File: src/rtl/chol_pkg.sv
// Shared types, constants and helpers for the Cholesky factorization block.
`default_nettype none
package chol_pkg;

  localparam int IDX_W  = 3;
  localparam int VAL_W  = 32;
  localparam int FRAC_W = 16;
  localparam int ROOT_W = 24;

  typedef enum logic [3:0] {
    S_IDLE,
    S_RD,
    S_ACC,
    S_OPA,
    S_MUL,
    S_SUB,
    S_FIN,
    S_SQRT,
    S_DIV,
    S_WR,
    S_EM_RD,
    S_EM_LD
  } chol_state_t;

  typedef enum logic {
    SD_SQRT,
    SD_DIV
  } sd_op_t;

  typedef struct packed {
    logic   start;
    sd_op_t op;
  } sd_cmd_t;

  // Clamp a wide signed value into the Q16.16 range.
  function automatic logic signed [VAL_W-1:0] sat_val(input logic signed [63:0] x);
    logic signed [63:0] hi;
    logic signed [63:0] lo;
    hi = 64'sh0000_0000_7FFF_FFFF;
    lo = -hi - 64'sd1;
    if (x > hi) begin
      sat_val = VAL_W'(hi);
    end else if (x < lo) begin
      sat_val = VAL_W'(lo);
    end else begin
      sat_val = VAL_W'(x);
    end
  endfunction

endpackage
`default_nettype wire

File: src/rtl/chol_store.sv
// Matrix store: one write port, one registered read port, per-entry valid bits.
`default_nettype none
module chol_store
  import chol_pkg::*;
#(
  parameter int DEPTH = 64,
  parameter int AW    = 6
) (
  input  wire logic             clk,
  input  wire logic             rst,
  input  wire logic             we,
  input  wire logic [AW-1:0]    waddr,
  input  wire logic [VAL_W-1:0] wdata,
  input  wire logic [AW-1:0]    raddr,
  output logic      [VAL_W-1:0] rdata
);

  logic [VAL_W-1:0] mem [DEPTH];
  logic [DEPTH-1:0] vld;
  logic [VAL_W-1:0] mem_q;
  logic             vld_q;

  always_ff @(posedge clk) begin
    if (we) begin
      mem[waddr] <= wdata;
    end
    mem_q <= mem[raddr];
  end

  // never-written entries read as zero
  always_ff @(posedge clk) begin
    if (rst) begin
      vld   <= '0;
      vld_q <= 1'b0;
    end else begin
      if (we) begin
        vld[waddr] <= 1'b1;
      end
      vld_q <= vld[raddr];
    end
  end

  assign rdata = vld_q ? mem_q : '0;

endmodule
`default_nettype wire

File: config.mk
export PLATFORM = sky130hd
export DESIGN_NAME = chol_store
export DESIGN_NICKNAME = d
export VERILOG_FILES = /design/src/rtl/chol_pkg.sv /design/src/rtl/chol_store.sv
export SDC_FILE = /design/constraint.sdc
export NUM_CORES = 2
export LEC_CHECK = 0
export ABC_AREA = 0
export BUFFER_PORTS_ARGS = -buffer_cell sky130_fd_sc_hd__buf_2
export CORE_ASPECT_RATIO = 0.9
export CORE_MARGIN = 4
export CORE_UTILIZATION = 60
export DETAILED_ROUTE_END_ITERATION = 8
export PLACE_DENSITY = 0.76
export SLEW_MARGIN = 20
export SYNTH_ARGS = -nofsm -noshare
export SYNTH_HDL_FRONTEND = slang
export SYNTH_SLANG_ARGS = --single-unit
File: constraint.sdc
create_clock -name clk -period 5.3 [get_ports clk]
set_input_delay 1.06 -clock clk [delete_from_list [all_inputs] [get_ports clk]]
set_output_delay 1.06 -clock clk [all_outputs]
set_load 0.02 [all_outputs]
**Word-level counts from Yosys, hierarchy flattened**

Memories as Yosys holds them, arrays and structs flattened. A register that Yosys moved wholly into a read port is not among the register bits.
Cells that the tools add are included.

- Register bits after elaboration: 65
- Latch bits: 0
- Bits in writable memories: 2048
- ROM bits: 0
- Input port bits: 47
- Output and inout port bits: 32
- Logic and storage cells: 15
- Memories kept: 1

- Add/sub/neg operators: 0
- Multipliers: 0
- Divide/modulo/power cells: 0
- Magnitude comparators: 3
- Equality and inequality tests: 0
- Shift-type cells: 0
- Multiplexer cells: 7
- Bitwise gates (word level): 1
- Reduce and logical (&&, ||, !) cells: 1

Memory list:

| name | depth | bits a word | read ports | clocked after memory_dff | write ports | RTL line | RTL |
|---|---|---|---|---|---|---|---|
| mem | 64 | 32 | 1 | 1 | 1 | chol_store.sv:18 | `logic [VAL_W-1:0] mem [DEPTH];` |

Operators with widths:

| kind | count |
|---|---|
| bitwise OR 64 bit | 1 |
| two-way mux 32 bit | 1 |
| < comparator 6 x 7 -> 1 bit, second input constant | 2 |
| binary-select mux 1 bit (select 6 bit) | 1 |
| demux 1 bit (select 6 bit) | 1 |
| greater-or-equal comparator 6 x 1 -> 1 bit, second input constant | 1 |
| two-way mux 1 bit | 4 |
| logical AND 1 bit | 1 |

**Logic depth before layout (Yosys ltp)**

- Word-level depth: 5
- Mapped depth: 10

**Least setup slack after synthesis**

OpenSTA, ideal clock, no wires.

- Kind: in2reg
- Start point: in waddr[5]
- End point: mem mem[40][0] (enable)
- Setup time: 0.461 ns
- Arrival time: 3.833 ns
- Data required time: 4.839 ns
- Setup slack: 1.006 ns
- Stages on the path: 5
- Path buffers: 1
- Path through: clkbuf_1 > nand2_1 > nor2_1 > nand2_1 > nor3_1

RTL lines:

| item | RTL line | RTL |
|---|---|---|
| start: declaration | chol_store.sv:12 | `input wire logic [AW-1:0] waddr,` |
| end: declaration | chol_store.sv:18 |  |

Straight into the memory's write port.

==> results_dict.tcl <==
set metrics [dict create \
    crit_type "input port to flip-flop" \
    highest_layer "met5" \
    yosysUniqueCellTypes 35 \
    placed_cells 5366 \
    synth_ff_type "edfxtp_1" \
    cp.arrival_ns 4.13 \
    postCtsSetupBuffers 0 \
    fin_skew_ns 0.0282 \
    finalWeightedCongestion 0.872 \
    clock_sinks 2145 \
    cts.path.max_buffers 3 \
    vias 39670 \
    postRouteWirelength_um 205000 \
    max_freq_mhz 287 \
    syn_area_per_cell_um2 23.0 \
    die_y_um 357 \
    synth-seq-cells 2145 \
    port_buffers 78 \
    drt-met1-wl_um 74700 \
    synth_nets 3583 \
    layout.nets 3805 \
    crit_chain "buf_8, buf_12, buf_4, mux4_2, a22o_1, a221oi_1, a221oi_1" \
    multi_input_area_mm2 0.0172 \
    start_util_pct 60.7 \
    rsz0062_at_grt "false" \
    grt-ovfl-total 0 \
    finalPower_mw 34.0 \
    synth-edff-count 2048 \
    endpoint_kind "flip-flop" \
    dieArea_mm2 0.141 \
    cts_resized 0 \
    viasPerCell 6.92 \
    wl_met3_um 24900 \
    clock_latency_ns 0.82 \
    yosys_warnings 0 \
    core_mm2 0.134 \
    antenna_found_initial 6 \
    cp_max_fo 40 \
    routed-wl-met2_um 97900 \
    grt_pass1_wl_um 295000 \
    tns_ns 0 \
    row_count 127 \
    drt_iter0_drc 6150 \
    finalCriticalPeriod_ns 3.49 \
    status "complete, no violations" \
    setup-violations-final 0 \
    critical_path.slowest_cell "a221oi_1" \
    final_cell_mix "edfxtp_1, mux4_2, clkbuf_16" \
    grt_pass1_vias 39877 \
    max_stage_delay_ns 0.90 \
    cts_tree "yes" \
    hold_violations 0 \
    slew_headroom_pct 23.4 \
    postCtsHoldBufs 0 \
    hpwl_um 109000 \
    holdWs_ns 0.470 \
    ant_nets 0 \
    drtPass1Iterations 5 \
    required_ns 5.94 \
    powerDensity_mw_per_mm2 374 \
    grt_usage_pct 29.6 \
    final_util_pct 67.9 \
    syn_to_final_growth_pct 11.8 \
    htreeDepth 4 \
    yosysSeqAreaShare_pct 78.1 \
    hp-class "flip-flop to flip-flop" \
    instances_no_fill 5736 \
    ioPinCount 79 \
    die_x_um 396 \
    root_buffer "clkbuf_16" \
    async_reset_ff_share_pct 0 \
    detail_route.wl_per_cell_um 35.7 \
    seqCellArea_mm2 0.0634 \
    drive_gt1_share_pct 29.0 \
    final.period_utilization_pct 65.9 \
    cpMostUsedCell "a221oi_1" \
    synth_area_mm2 0.0812 \
    fillers 8004 \
    maxCapViolations 0 \
    netlist_instances 3536 \
    worstMarginPinSlew_ns 1.15 \
    drc_errors 0 \
    ir_worst_vdd_mv 0.327 \
    clkTransAtPathRegs_ns 0.06 \
    report.final.slew_viol_count 0 \
    p_leak_nw 28.6 \
    startpoint_type "input port" \
    grt_max_degree 107 \
    final_common_cell "edfxtp_1" \
    numCtsBuffers 195 \
]
-- metal layers --
layer | global-route usage (%) | vias up
met3 | 6.90 | 365
li1 | - | 15465
met4 | 10.3 | 10
met1 | 42.4 | 20978
met5 | 1.28 | -
met2 | 45.9 | 2852
-- cell usage after synthesis (2+ instances only) --
cell type,number,area (um2)
nor2b_1,11,68.8
a22o_1,26,228
buf_6,13,146
a21oi_1,8,40.0
a22oi_1,22,165
nand3_1,3,15.0
buf_1,15,56.3
nor3_1,7,35.0
edfxtp_1,2048,61500
buf_2,51,255
o311a_1,18,180
a221oi_1,86,753
mux4_2,568,12800
mux2_2,2,22.5
nor2_1,200,751
a211oi_1,3,22.5
and2_1,38,238
mux2i_1,90,901
buf_4,20,150
clkbuf_1,95,357
nand2b_1,6,37.5
o21ai_0,18,90.1
dfxtp_1,97,1940
nand2_1,72,270
o21ba_2,8,80.1
o22ai_1,2,12.5
-- power breakdown --
part           internal (mW)  switching (mW)
Combinational          0.630            1.05
Sequential              18.7          0.0947
Clock                   7.51            6.02
Total                   26.8            7.16
-- flip-flops by register name, summed over array words and instances, names as in the netlist --
name	cells
mem	2048
vld	64
mem_q	32
vld_q	1
-- through the flow --
stage               setup slack, ns  area [um2]
detailed placement             1.03       84600
global placement               1.00       84600
finish                         1.81       90800
CTS                            1.49       90700
floorplan                      1.01       81200
global route                   1.78       90800
-- worst max-delay path: cells and delay by family --
| family | cells | cell delay (ns) |
|---|---|---|
| mux | 1 | 0.52 |
| compound gates | 3 | 1.40 |
| buf+inv | 3 | 1.07 |
-- worst paths after layout --
check | start | cells past startpoint | slack [ns] | endpoint
setup / recovery | raddr[0] | 7 | 1.81 | mem_q[14]
hold / removal | vld[41] | 2 | 0.47 | vld[41]
setup reg to reg | mem[15][14] | 4 | 2.87 | mem_q[14]
hold reg to reg | vld[41] | 2 | 0.47 | vld[41]
-- area by class of cell --
type	instances	share of cell area (%)
Clock buffer	279	5.97
Antenna cell	2	0.00551
Timing Repair Buffer	220	1.89
Tap cell	1806	2.49
Sequential cell	2145	69.9
Multi-Input combinational cell	1194	19.0
Clock inverter	88	0.754
Inverter	2	0.00827
-- cells by family after synthesis --
group                  after synthesis  share of synthesized area, %
AOI/OAI and AO/OA                  194                          1.97
buffers and inverters              197                          1.22
DFF                               2145                          78.1
muxes                              660                          16.9
and+or+nand+nor                    340                          1.77
Power figures use the tool's default switching activity.
